$ cat src/hdl/spdf_pkg.sv
`timescale 1ns / 1ps
// ----------------------------------------------------------------------------
// spdf_pkg
// Shared types and constants for the strict-priority dual queue.
// ----------------------------------------------------------------------------
package spdf_pkg;

	localparam int DEPTH   = 16;
	localparam int PTR_W   = (DEPTH > 1) ? $clog2(DEPTH) : 1;
	localparam int CNT_W   = $clog2(DEPTH + 1);
	localparam int WORD_W  = 48;

	typedef enum logic {
		OP_ENQ = 1'b0,
		OP_DEQ = 1'b1
	} op_t;

	typedef enum logic [1:0] {
		ST_OK    = 2'd0,
		ST_FULL  = 2'd1,
		ST_EMPTY = 2'd2
	} status_t;

	// controller -> datapath
	typedef struct packed {
		logic capture;   // latch the accepted item
		logic exec;      // update queues, register result fields
		logic load_word; // load read data into the result word
	} spdf_cmd_t;

	// datapath -> controller
	typedef struct packed {
		logic read_needed; // captured item is a dequeue that finds data
	} spdf_stat_t;

endpackage

$ cat src/hdl/strict_priority_dual_fifo.sv
`timescale 1ns / 1ps
// ----------------------------------------------------------------------------
// strict_priority_dual_fifo
// Urgent and normal queues with a shared capacity of DEPTH entries; dequeue serves urgent first.
// ----------------------------------------------------------------------------
// out_valid is registered: it rises after the execute state for an enqueue, a
//   rejected enqueue or an empty dequeue, and after the read state for a dequeue
//   that returns data (registered RAM read). The sequencer holds one item at a
//   time and takes no new item until it is idle and the result register is free.
// Reset: arst_n clears pointers, counts, state and the output valid; storage
//   contents are not cleared.
module strict_priority_dual_fifo import spdf_pkg::*; (
	input  logic              clk,
	input  logic              arst_n,
	input  logic              in_valid,
	output logic              in_stall,
	input  logic              op,
	input  logic              is_urgent,
	input  logic [WORD_W-1:0] value,
	output logic              out_valid,
	input  logic              out_stall,
	output logic [WORD_W-1:0] out_value,
	output logic              from_urgent,
	output logic [1:0]        status,
	output logic [CNT_W-1:0]  occupancy
);

	spdf_cmd_t  cmd;
	spdf_stat_t stat;

	spdf_ctrl u_ctrl (
		.clk       (clk),
		.arst_n    (arst_n),
		.in_valid  (in_valid),
		.in_stall  (in_stall),
		.out_valid (out_valid),
		.out_stall (out_stall),
		.cmd       (cmd),
		.stat      (stat)
	);

	spdf_datapath u_datapath (
		.clk         (clk),
		.arst_n      (arst_n),
		.cmd         (cmd),
		.stat        (stat),
		.op          (op),
		.is_urgent   (is_urgent),
		.value       (value),
		.out_value   (out_value),
		.from_urgent (from_urgent),
		.status      (status),
		.occupancy   (occupancy)
	);

endmodule

$ cat src/hdl/spdf_datapath.sv
`timescale 1ns / 1ps
// ----------------------------------------------------------------------------
// spdf_datapath
// Queue storage, pointers, counts and the result register.
// ----------------------------------------------------------------------------
module spdf_datapath import spdf_pkg::*; (
	input  logic              clk,
	input  logic              arst_n,
	input  spdf_cmd_t         cmd,
	output spdf_stat_t        stat,
	input  logic              op,
	input  logic              is_urgent,
	input  logic [WORD_W-1:0] value,
	output logic [WORD_W-1:0] out_value,
	output logic              from_urgent,
	output logic [1:0]        status,
	output logic [CNT_W-1:0]  occupancy
);

	logic [WORD_W-1:0] urg_mem [DEPTH];
	logic [WORD_W-1:0] nrm_mem [DEPTH];

	op_t               op_q;
	logic              urg_q;
	logic [WORD_W-1:0] value_q;

	logic [PTR_W-1:0]  urg_wp_q, urg_rp_q, nrm_wp_q, nrm_rp_q;
	logic [CNT_W-1:0]  urg_cnt_q, nrm_cnt_q;

	logic [WORD_W-1:0] urg_rd_q, nrm_rd_q;
	logic              src_urg_q;

	logic [WORD_W-1:0] res_value_q;
	logic              res_urg_q;
	status_t           res_status_q;
	logic [CNT_W-1:0]  res_occ_q;

	logic [CNT_W-1:0]  total;
	logic              full, urg_any, nrm_any;
	logic              do_enq, do_deq_urg, do_deq_nrm;

	function automatic logic [PTR_W-1:0] wrap_next(input logic [PTR_W-1:0] p);
		return (p == PTR_W'(DEPTH - 1)) ? '0 : p + PTR_W'(1);
	endfunction

	assign total      = urg_cnt_q + nrm_cnt_q;
	assign full       = (total == CNT_W'(DEPTH));
	assign urg_any    = (urg_cnt_q != '0);
	assign nrm_any    = (nrm_cnt_q != '0);
	assign do_enq     = (op_q == OP_ENQ) && !full;
	assign do_deq_urg = (op_q == OP_DEQ) && urg_any;
	assign do_deq_nrm = (op_q == OP_DEQ) && !urg_any && nrm_any;

	assign stat.read_needed = (op_q == OP_DEQ) && (urg_any || nrm_any);

	always_ff @(posedge clk) begin
		if (cmd.capture) begin
			op_q    <= op_t'(op);
			urg_q   <= is_urgent;
			value_q <= value;
		end
	end

	// storage: one write port and one registered read port per queue
	always_ff @(posedge clk) begin
		if (cmd.exec && do_enq && urg_q) begin
			urg_mem[urg_wp_q] <= value_q;
		end
		if (cmd.exec && do_enq && !urg_q) begin
			nrm_mem[nrm_wp_q] <= value_q;
		end
		if (cmd.exec) begin
			urg_rd_q  <= urg_mem[urg_rp_q];
			nrm_rd_q  <= nrm_mem[nrm_rp_q];
			src_urg_q <= urg_any;
		end
	end

	always_ff @(posedge clk or negedge arst_n) begin
		if (!arst_n) begin
			urg_wp_q  <= '0;
			urg_rp_q  <= '0;
			nrm_wp_q  <= '0;
			nrm_rp_q  <= '0;
			urg_cnt_q <= '0;
			nrm_cnt_q <= '0;
		end else if (cmd.exec) begin
			if (do_enq && urg_q) begin
				urg_wp_q  <= wrap_next(urg_wp_q);
				urg_cnt_q <= urg_cnt_q + CNT_W'(1);
			end
			if (do_enq && !urg_q) begin
				nrm_wp_q  <= wrap_next(nrm_wp_q);
				nrm_cnt_q <= nrm_cnt_q + CNT_W'(1);
			end
			if (do_deq_urg) begin
				urg_rp_q  <= wrap_next(urg_rp_q);
				urg_cnt_q <= urg_cnt_q - CNT_W'(1);
			end
			if (do_deq_nrm) begin
				nrm_rp_q  <= wrap_next(nrm_rp_q);
				nrm_cnt_q <= nrm_cnt_q - CNT_W'(1);
			end
		end
	end

	always_ff @(posedge clk) begin
		if (cmd.exec) begin
			res_value_q <= '0;
			res_urg_q   <= do_deq_urg;
			priority if (op_q == OP_ENQ && full) begin
				res_status_q <= ST_FULL;
				res_occ_q    <= total;
			end else if (op_q == OP_ENQ) begin
				res_status_q <= ST_OK;
				res_occ_q    <= total + CNT_W'(1);
			end else if (urg_any || nrm_any) begin
				res_status_q <= ST_OK;
				res_occ_q    <= total - CNT_W'(1);
			end else begin
				res_status_q <= ST_EMPTY;
				res_occ_q    <= total;
			end
		end
		if (cmd.load_word) begin
			res_value_q <= src_urg_q ? urg_rd_q : nrm_rd_q;
		end
	end

	assign out_value   = res_value_q;
	assign from_urgent = res_urg_q;
	assign status      = res_status_q;
	assign occupancy   = res_occ_q;

	a_total_bound: assert property (@(posedge clk) disable iff (!arst_n)
		total <= CNT_W'(DEPTH))
		else $error("queue total exceeds capacity");

	a_rejected_no_change: assert property (@(posedge clk) disable iff (!arst_n)
		(cmd.exec && op_q == OP_ENQ && full) |=> $stable(total))
		else $error("rejected enqueue changed the queue counts");

	a_urgent_first: assert property (@(posedge clk) disable iff (!arst_n)
		(cmd.exec && op_q == OP_DEQ && urg_any) |=> $stable(nrm_cnt_q))
		else $error("normal queue served while urgent queue held data");

endmodule

$ cat src/hdl/spdf_ctrl.sv
`timescale 1ns / 1ps
// ----------------------------------------------------------------------------
// spdf_ctrl
// Sequencer for one item at a time and the output valid register.
// ----------------------------------------------------------------------------
module spdf_ctrl import spdf_pkg::*; (
	input  logic       clk,
	input  logic       arst_n,
	input  logic       in_valid,
	output logic       in_stall,
	output logic       out_valid,
	input  logic       out_stall,
	output spdf_cmd_t  cmd,
	input  spdf_stat_t stat
);

	typedef enum logic [2:0] {
		S_IDLE = 3'b001,
		S_EXEC = 3'b010,
		S_READ = 3'b100
	} state_t;

	state_t state_q, state_d;
	logic   out_valid_q;
	logic   out_free, accept, load_out;

	// result register frees up at the same edge it is taken
	assign out_free = !out_valid_q || !out_stall;
	assign in_stall = !((state_q == S_IDLE) && out_free);
	assign accept   = in_valid && !in_stall;

	assign cmd.capture   = accept;
	assign cmd.exec      = (state_q == S_EXEC);
	assign cmd.load_word = (state_q == S_READ);

	assign load_out = ((state_q == S_EXEC) && !stat.read_needed) || (state_q == S_READ);

	always_comb begin
		state_d = state_q;
		unique case (state_q)
			S_IDLE: if (accept) state_d = S_EXEC;
			S_EXEC: state_d = stat.read_needed ? S_READ : S_IDLE;
			S_READ: state_d = S_IDLE;
			default: state_d = S_IDLE;
		endcase
	end

	always_ff @(posedge clk or negedge arst_n) begin
		if (!arst_n) begin
			state_q     <= S_IDLE;
			out_valid_q <= 1'b0;
		end else begin
			state_q <= state_d;
			if (load_out) begin
				out_valid_q <= 1'b1;
			end else if (out_valid_q && !out_stall) begin
				out_valid_q <= 1'b0;
			end
		end
	end

	assign out_valid = out_valid_q;

	a_accept_to_exec: assert property (@(posedge clk) disable iff (!arst_n)
		accept |=> (state_q == S_EXEC))
		else $error("accepted item did not enter execute");

	a_out_source: assert property (@(posedge clk) disable iff (!arst_n)
		$rose(out_valid_q) |-> ($past(state_q) == S_EXEC || $past(state_q) == S_READ))
		else $error("result valid without a finished item");

	a_no_overwrite: assert property (@(posedge clk) disable iff (!arst_n)
		load_out |-> !(out_valid_q && out_stall))
		else $error("pending result overwritten");

endmodule
$ cat config.mk
export PLATFORM = sky130hd
export DESIGN_NAME = strict_priority_dual_fifo
export DESIGN_NICKNAME = d
export VERILOG_FILES = /design/src/hdl/spdf_pkg.sv /design/src/hdl/strict_priority_dual_fifo.sv /design/src/hdl/spdf_datapath.sv /design/src/hdl/spdf_ctrl.sv
export SDC_FILE = /design/constraint.sdc
export NUM_CORES = 2
export LEC_CHECK = 0
export BUFFER_PORTS_ARGS = -buffer_cell sky130_fd_sc_hd__buf_4
export CORE_ASPECT_RATIO = 1.25
export CORE_MARGIN = 2
export CORE_UTILIZATION = 45
export CTS_BUF_LIST = sky130_fd_sc_hd__clkbuf_2 sky130_fd_sc_hd__clkbuf_4 sky130_fd_sc_hd__clkbuf_8
export DETAILED_ROUTE_END_ITERATION = 7
export GPL_ROUTABILITY_DRIVEN = 0
export SETUP_SLACK_MARGIN = 0.1
export SYNTH_ARGS = -nofsm -noshare
export SYNTH_HDL_FRONTEND = slang
export SYNTH_SLANG_ARGS = --single-unit
$ cat constraint.sdc
create_clock -name clk -period 9.45 [get_ports clk]
set_clock_uncertainty 0.15 [all_clocks]
set_input_delay 1.89 -clock clk [delete_from_list [all_inputs] [get_ports clk]]
set_output_delay 1.89 -clock clk [all_outputs]
set_load 0.01 [all_outputs]
* After elaboration in Yosys (flattened, before gate mapping)
Memory sizes are Yosys's and may differ from the RTL's. A register that Yosys moved wholly into a read port is not among the register bits.
Index checks and enable logic that the tools add are counted.
** Word-level totals
- Bits in registers :: 137
- RAM bits :: 1536
- Input bits :: 54
- Output and inout port bits :: 58
- Word-level logic and storage cells :: 103
- Memories :: 2
** Memory list
- u_datapath.nrm_mem :: words 16, width 48, rd ports 1, clocked after Yosys merged registers in 1, wr ports 1, RTL line spdf_datapath.sv:21 : logic [WORD_W-1:0] nrm_mem [DEPTH];
- u_datapath.urg_mem :: words 16, width 48, rd ports 1, clocked after Yosys merged registers in 1, wr ports 1, RTL line spdf_datapath.sv:20 : logic [WORD_W-1:0] urg_mem [DEPTH];
** Cells by class
- $add $sub $neg :: 11
- Equal/unequal tests :: 9
- Multiplexer cells :: 25
- Bitwise gates (word level) :: 1
- Reductions and logical operators :: 38
** Operators by type and width (number)
- $mux 48 :: 3
- $mux 5 :: 7
- $add 4x1->4 const B :: 4
- $eq 4x4->1 const B :: 4
- $mux 4 :: 4
- $add 5x1->5 const B :: 3
- $logic_and 1x1->1 :: 15
- $sub 5x1->5 const B :: 3
- $reduce_and 2->1 :: 6
- $reduce_bool 5->1 :: 2
- $reduce_bool 2->1 :: 4
- $logic_not 1->1 :: 7
- $mux 1 :: 7
- $mux 3 :: 2
- $pmux 3 s2 :: 1
- $add 5x5->5 :: 1
- $eq 5x5->1 const B :: 1
- $eq 3x1->1 const B :: 1
- $eq 3x2->1 const B :: 1
- $eq 3x3->1 const B :: 1
- $logic_or 1x1->1 :: 3
- $mux 2 :: 1
- $ne 2x1->1 const B :: 1
- $reduce_or 2->1 :: 1
- $not 1->1 :: 1

* Depth between registers and ports, before layout
- Depth in word-level cells :: 8
- Depth in mapped cells :: 10
- Gate-level depth less buffers :: 10

* Modules after synthesis
A second synthesis with hierarchy kept.
** Unflattened totals
- Cells, all modules :: 3016
- Area, all modules :: 67479.7 sq um
** Modules (own cells, without submodules)
- spdf_datapath :: instances 1, cells each 2999, area each 67277.0 sq um, sequential area each 52870.7 sq um
- spdf_ctrl :: instances 1, cells each 17, area each 202.7 sq um, sequential area each 101.3 sq um

* Least setup slack after synthesis
No wires, ideal clock.
- Path type :: flip-flop to flip-flop
- From :: register u_ctrl.state_q[2]
- To :: memory u_datapath.urg_mem[0][0], enable pin
- Library setup time :: 0.573 ns
- Data arrival time :: 6.994 ns
- Data required time :: 8.727 ns
- Slack :: 1.733 ns
- Stages on the path, launching flop included :: 6
- Path through :: dfrtp_1 > or3b_1 > buf_2 > inv_2 > nand3_2 > nor4_1
** On the way
- Cells in the longest elaborated chain, start to end :: 5
** Ends and longest elaborated chain
- start, declared :: RTL line spdf_ctrl.sv:23 : state_t state_q, state_d;
- start signal, assigned :: RTL line spdf_ctrl.sv:53 : state_q <= state_d;
- $eq 3x2->1 :: RTL line spdf_ctrl.sv:33 : assign cmd.exec = (state_q == S_EXEC);
- $logic_and 1x1->1 (2 in a row) :: RTL line spdf_datapath.sv:66 : if (cmd.exec && do_enq && urg_q) begin
- $mux 1 :: RTL line spdf_datapath.sv:66
- $mux 1 (not written as such) :: RTL line spdf_datapath.sv:67 : urg_mem[urg_wp_q] <= value_q;
- end, declared :: RTL line spdf_datapath.sv:20
Every way passes these cells.

* Worst setup path in the final report
- From :: register u_datapath.urg_cnt_q[0]
- To :: memory u_datapath.urg_mem[9][40], enable pin
** On the way
- Cells in the longest elaborated chain, start to end :: 8
** Ends and longest elaborated chain
- start, declared :: RTL line spdf_datapath.sv:28 : logic [CNT_W-1:0] urg_cnt_q, nrm_cnt_q;
- start signal, assigned :: RTL line spdf_datapath.sv:90 : urg_cnt_q <= urg_cnt_q + CNT_W'(1);
- start signal, assigned :: RTL line spdf_datapath.sv:98 : urg_cnt_q <= urg_cnt_q - CNT_W'(1);
- $add 5x5->5 :: RTL line spdf_datapath.sv:46 : assign total = urg_cnt_q + nrm_cnt_q;
- $eq 5x5->1 :: RTL line spdf_datapath.sv:47 : assign full = (total == CNT_W'(DEPTH));
- $logic_not 1->1 :: RTL line spdf_datapath.sv:50 : assign do_enq = (op_q == OP_ENQ) && !full;
- $logic_and 1x1->1 :: RTL line spdf_datapath.sv:50
- $logic_and 1x1->1 (2 in a row) :: RTL line spdf_datapath.sv:66
- $mux 1 :: RTL line spdf_datapath.sv:66
- $mux 1 (not written as such) :: RTL line spdf_datapath.sv:67
Every way passes these cells.

==> out/results.txt <==
The critical path startpoint category was a flip-flop. The remaining max-slew budget at the tightest pin was 0.150; the top achievable clock speed was 0.210 GHz. For the post-layout utilization of the core, the log shows 0.511. STA classifies the critical path endpoint as a flip-flop. In this run the power spent charging and discharging nets is 5.23 mW. Number of buffers inserted for hold repair after clock tree synthesis: 0. The power share of the sequential group is 0.511, and the clock slew at the register clock pins of the worst setup and hold paths is 0.06 ns.

Entering global routing, the biggest net connects 108 pins. The H-tree was split into 5 levels. The run gives 0 as the number of post-CTS setup repair buffers. For the number of ports placed on the die boundary, the log shows 112. For the pin with the worst max-slew slack, the measured transition is 1.28 ns.

The initial cell density of the core is 0.452. For this block, the routed nets add up to 162000 um of wire. The path depth of the worst reg2reg path was 10.

The power per cell area came out at 253 nW/um2. The proportion of netlist area held by the largest area contributor was 0.771. The worst hold path passes through 2 cells.

Leaving out fill and tap cells, the most frequent cell in the layout is sky130_fd_sc_hd__edfxtp_1. The switching power share of the total was 0.270; the number of failing setup endpoints in the final timing report was 0. VDD sags by at most 0.181 mV. The most used flip-flop cell after synthesis is sky130_fd_sc_hd__edfxtp_1. In this run the clock root is driven by a sky130_fd_sc_hd__clkbuf_8. TritonCTS built the clock tree.

The post-synthesis sequential element count was 1769; the number of port buffers was 111. The placeable core region was 150000 um2. The die boundary width was 351 um; the worst endpoint required time was 9.87 ns. The post-route minimum period was 4.77 ns; the overall global routing resource usage was 0.211. The overflow left after global routing is 0. The placed instances occupy a cell area of 71200 um2. The tools report the count of routing violations after the opening detailed-route iteration as 3213. The final-layout setup total negative slack was 0 ns. The number of vias per cell came out at 5.68. The top cell types in the final layout, fill and taps aside, are sky130_fd_sc_hd__edfxtp_1, sky130_fd_sc_hd__mux2i_1, sky130_fd_sc_hd__clkbuf_8. After routing the design area is 76500 um2. For the clock power share, the log shows 0.321.

The number of synthesized flops with an enable pin is 1739, and the total of fill cells in the finished design is 12000. Counting every instance in the synthesized netlist gives 3427. Logic gate share of total power: 0.168.

The tools report the sequential fraction of the synthesis area as 0.782. During synthesis, Yosys emitted a total of 0 warnings. The critical path is of the flip-flop to flip-flop type. The async set-reset flop share out of synthesis came out at 0.0170. Setup repair after global routing left no endpoint under its margin. The path type of the worst min-delay path is flip-flop to flip-flop. At the later pin of the worst-skew pair, clock insertion delay measures 0.98 ns. The first detailed-routing pass ran for 6 iterations. From synthesis to final layout, the design area changed by 12.9%. Gates resized during post-CTS repair numbered 0. The floorplan has 159 rows.

The total standard cell area after synthesis came out at 67700 um2. The number of nets in the synthesized netlist is 3506. The share of the clock period used by the worst path after layout is 0.505, and the leakage power of the design is 24.6 nW.

The die covers 154000 um2. The ratio of cells with drive above 1 in the final layout came out at 0.251. The longest clock path from root to sink contains 4 buffers.

For the number of hold violations in the final report, the log shows 0. The number of buffers added by the clock tree synthesis step was 291. The maximum net fanout on the critical path was 38. The run finished with clean final reports. In this run the remaining antenna-violating nets after routing total 0.

The design draws 19.4 mW. The worst hold margin was 0.389 ns; the placed wire-length estimate was 86600 um. The total count of max-transition violations in the final report came out at 0. From bottom edge to top edge, the die measures 438 um.

The tools report the number of global-route vias before repair as 34700. The cell type contributing the most total cell area after synthesis was sky130_fd_sc_hd__edfxtp_1. Yosys attributes the largest share of cell area to sky130_fd_sc_hd__edfxtp_1, sky130_fd_sc_hd__mux4_2, sky130_fd_sc_hd__mux2i_1. The internal portion of the total power is 14.1 mW. STA puts the critical path data arrival time at 5.19 ns. The initial antenna violation count is 4, and the mean instance size in the synthesized netlist is 19.8 um2. The remaining design rule violation count was 0; the number of distinct library cells after synthesis was 56. Dividing the detail-routed wire length by the instance count gives 27.2 um. The tools report the layout net count as 3815.

The tree built by TritonCTS fans out to 1769 sinks. Detailed routing inserted a total of 33700 vias. Across the run, the number of max-cap violations was 0. The first global-routing pass estimated 236000 um of wire.
[flip-flops by register name, summed over array words and instances, names as in the netlist, 5 cells and up]
name / cells
u_datapath.urg_cnt_q: 5
u_datapath.nrm_mem: 768
u_datapath.urg_rd_q: 48
u_datapath.nrm_rd_q: 48
u_datapath.occupancy: 5
u_datapath.urg_mem: 768
u_datapath.nrm_cnt_q: 5
u_datapath.out_value: 48
u_datapath.value_q: 48
[worst max-delay path, stage by stage, from the launching register on]
cell                       delay, ns
sky130_fd_sc_hd__dfrtp_1        0.49
sky130_fd_sc_hd__ha_1           0.26
sky130_fd_sc_hd__fa_1           0.53
sky130_fd_sc_hd__inv_1          0.10
sky130_fd_sc_hd__ha_1           0.24
sky130_fd_sc_hd__and2_1         0.19
sky130_fd_sc_hd__o221ai_4       0.21
sky130_fd_sc_hd__nand3_2        0.12
sky130_fd_sc_hd__buf_4          0.27
sky130_fd_sc_hd__nor3_2         0.98
sky130_fd_sc_hd__buf_4          0.76
[cell type report]
| cell class | count | area [um2] | area share |
|---|---|---|---|
| flip-flops and latches | 1769 | 53000 | 0.693 |
| inverters | 18 | 72.6 | 0.000949 |
| well taps | 2012 | 2520 | 0.0329 |
| clock inverters | 77 | 390 | 0.00510 |
| diodes | 1 | 2.50 | 0.0000327 |
| multi-input cells | 1458 | 14100 | 0.185 |
| repair buffers | 198 | 1520 | 0.0199 |
| clock buffers | 399 | 4860 | 0.0635 |
[synth_stat cells (8+ instances only)]
library cell and number:
sky130_fd_sc_hd__nor2_1 67, sky130_fd_sc_hd__buf_4 11, sky130_fd_sc_hd__buf_2 67, sky130_fd_sc_hd__dfrtp_1 29
sky130_fd_sc_hd__ha_1 22, sky130_fd_sc_hd__nand2_1 115, sky130_fd_sc_hd__mux2i_1 337, sky130_fd_sc_hd__a21oi_1 108
sky130_fd_sc_hd__nand2b_1 8, sky130_fd_sc_hd__nor3_1 23, sky130_fd_sc_hd__mux4_2 192, sky130_fd_sc_hd__clkbuf_1 90
sky130_fd_sc_hd__xnor2_1 12, sky130_fd_sc_hd__mux2_2 105, sky130_fd_sc_hd__a221oi_1 96, sky130_fd_sc_hd__buf_1 14
sky130_fd_sc_hd__o21ai_0 196, sky130_fd_sc_hd__nand3_1 9, sky130_fd_sc_hd__a22oi_1 97, sky130_fd_sc_hd__edfxtp_1 1739
sky130_fd_sc_hd__inv_1 16
[stage by stage]
step,instances,worst slack (ns)
floorplan,3427,1.73
detailed placement,5455,4.73
global route,5932,4.46
finish,5932,4.68
global placement,5455,4.81
CTS,5931,4.68
[metal layers]
layer / vias to the layer above / wire length (um) / GRT usage
met2: 1079 / 81400 / 0.355
met4: 0 / 3670 / 0.0639
li1: 14600 / - / -
met1: 17700 / 68200 / 0.285
met5: - / 0 / 0
met3: 245 / 8250 / 0.0336
[cells by family after synthesis]
group,Yosys count,share of synthesized area
compound gates,524,0.0494
xor+xnor,17,0.00231
fa+ha+maj,25,0.00495
buf+inv,200,0.0129
flops,1769,0.782
mux,638,0.132
simple gates,254,0.0167
[final timing paths]
kind	from	end	slack, ns
max	u_datapath.urg_cnt_q[0]	u_datapath.urg_mem[9][40]	4.68
min	u_ctrl.out_valid	u_ctrl.out_valid	0.39
max reg2reg	u_datapath.urg_cnt_q[0]	u_datapath.urg_mem[9][40]	4.68
min reg2reg	u_ctrl.out_valid	u_ctrl.out_valid	0.39
max in group asynchronous	arst_n	u_datapath.nrm_rp_q[1]	8.07
min in group asynchronous	arst_n	u_datapath.urg_cnt_q[1]	0.72
[power groups by stage]
| stage | registers (mW) | logic (mW) | clock network [mW] |
|---|---|---|---|
| after global routing | 9.95 | 3.52 | 6.72 |
| after floorplan | 9.81 | 2.39 | 0 |
| after global placement | 10.0 | 3.31 | 0 |
| after CTS | 9.90 | 3.33 | 6.37 |
| final | 9.90 | 3.26 | 6.22 |
| after detailed placement | 10.1 | 3.32 | 0 |
No activity file was read; power rests on OpenSTA's default activity.
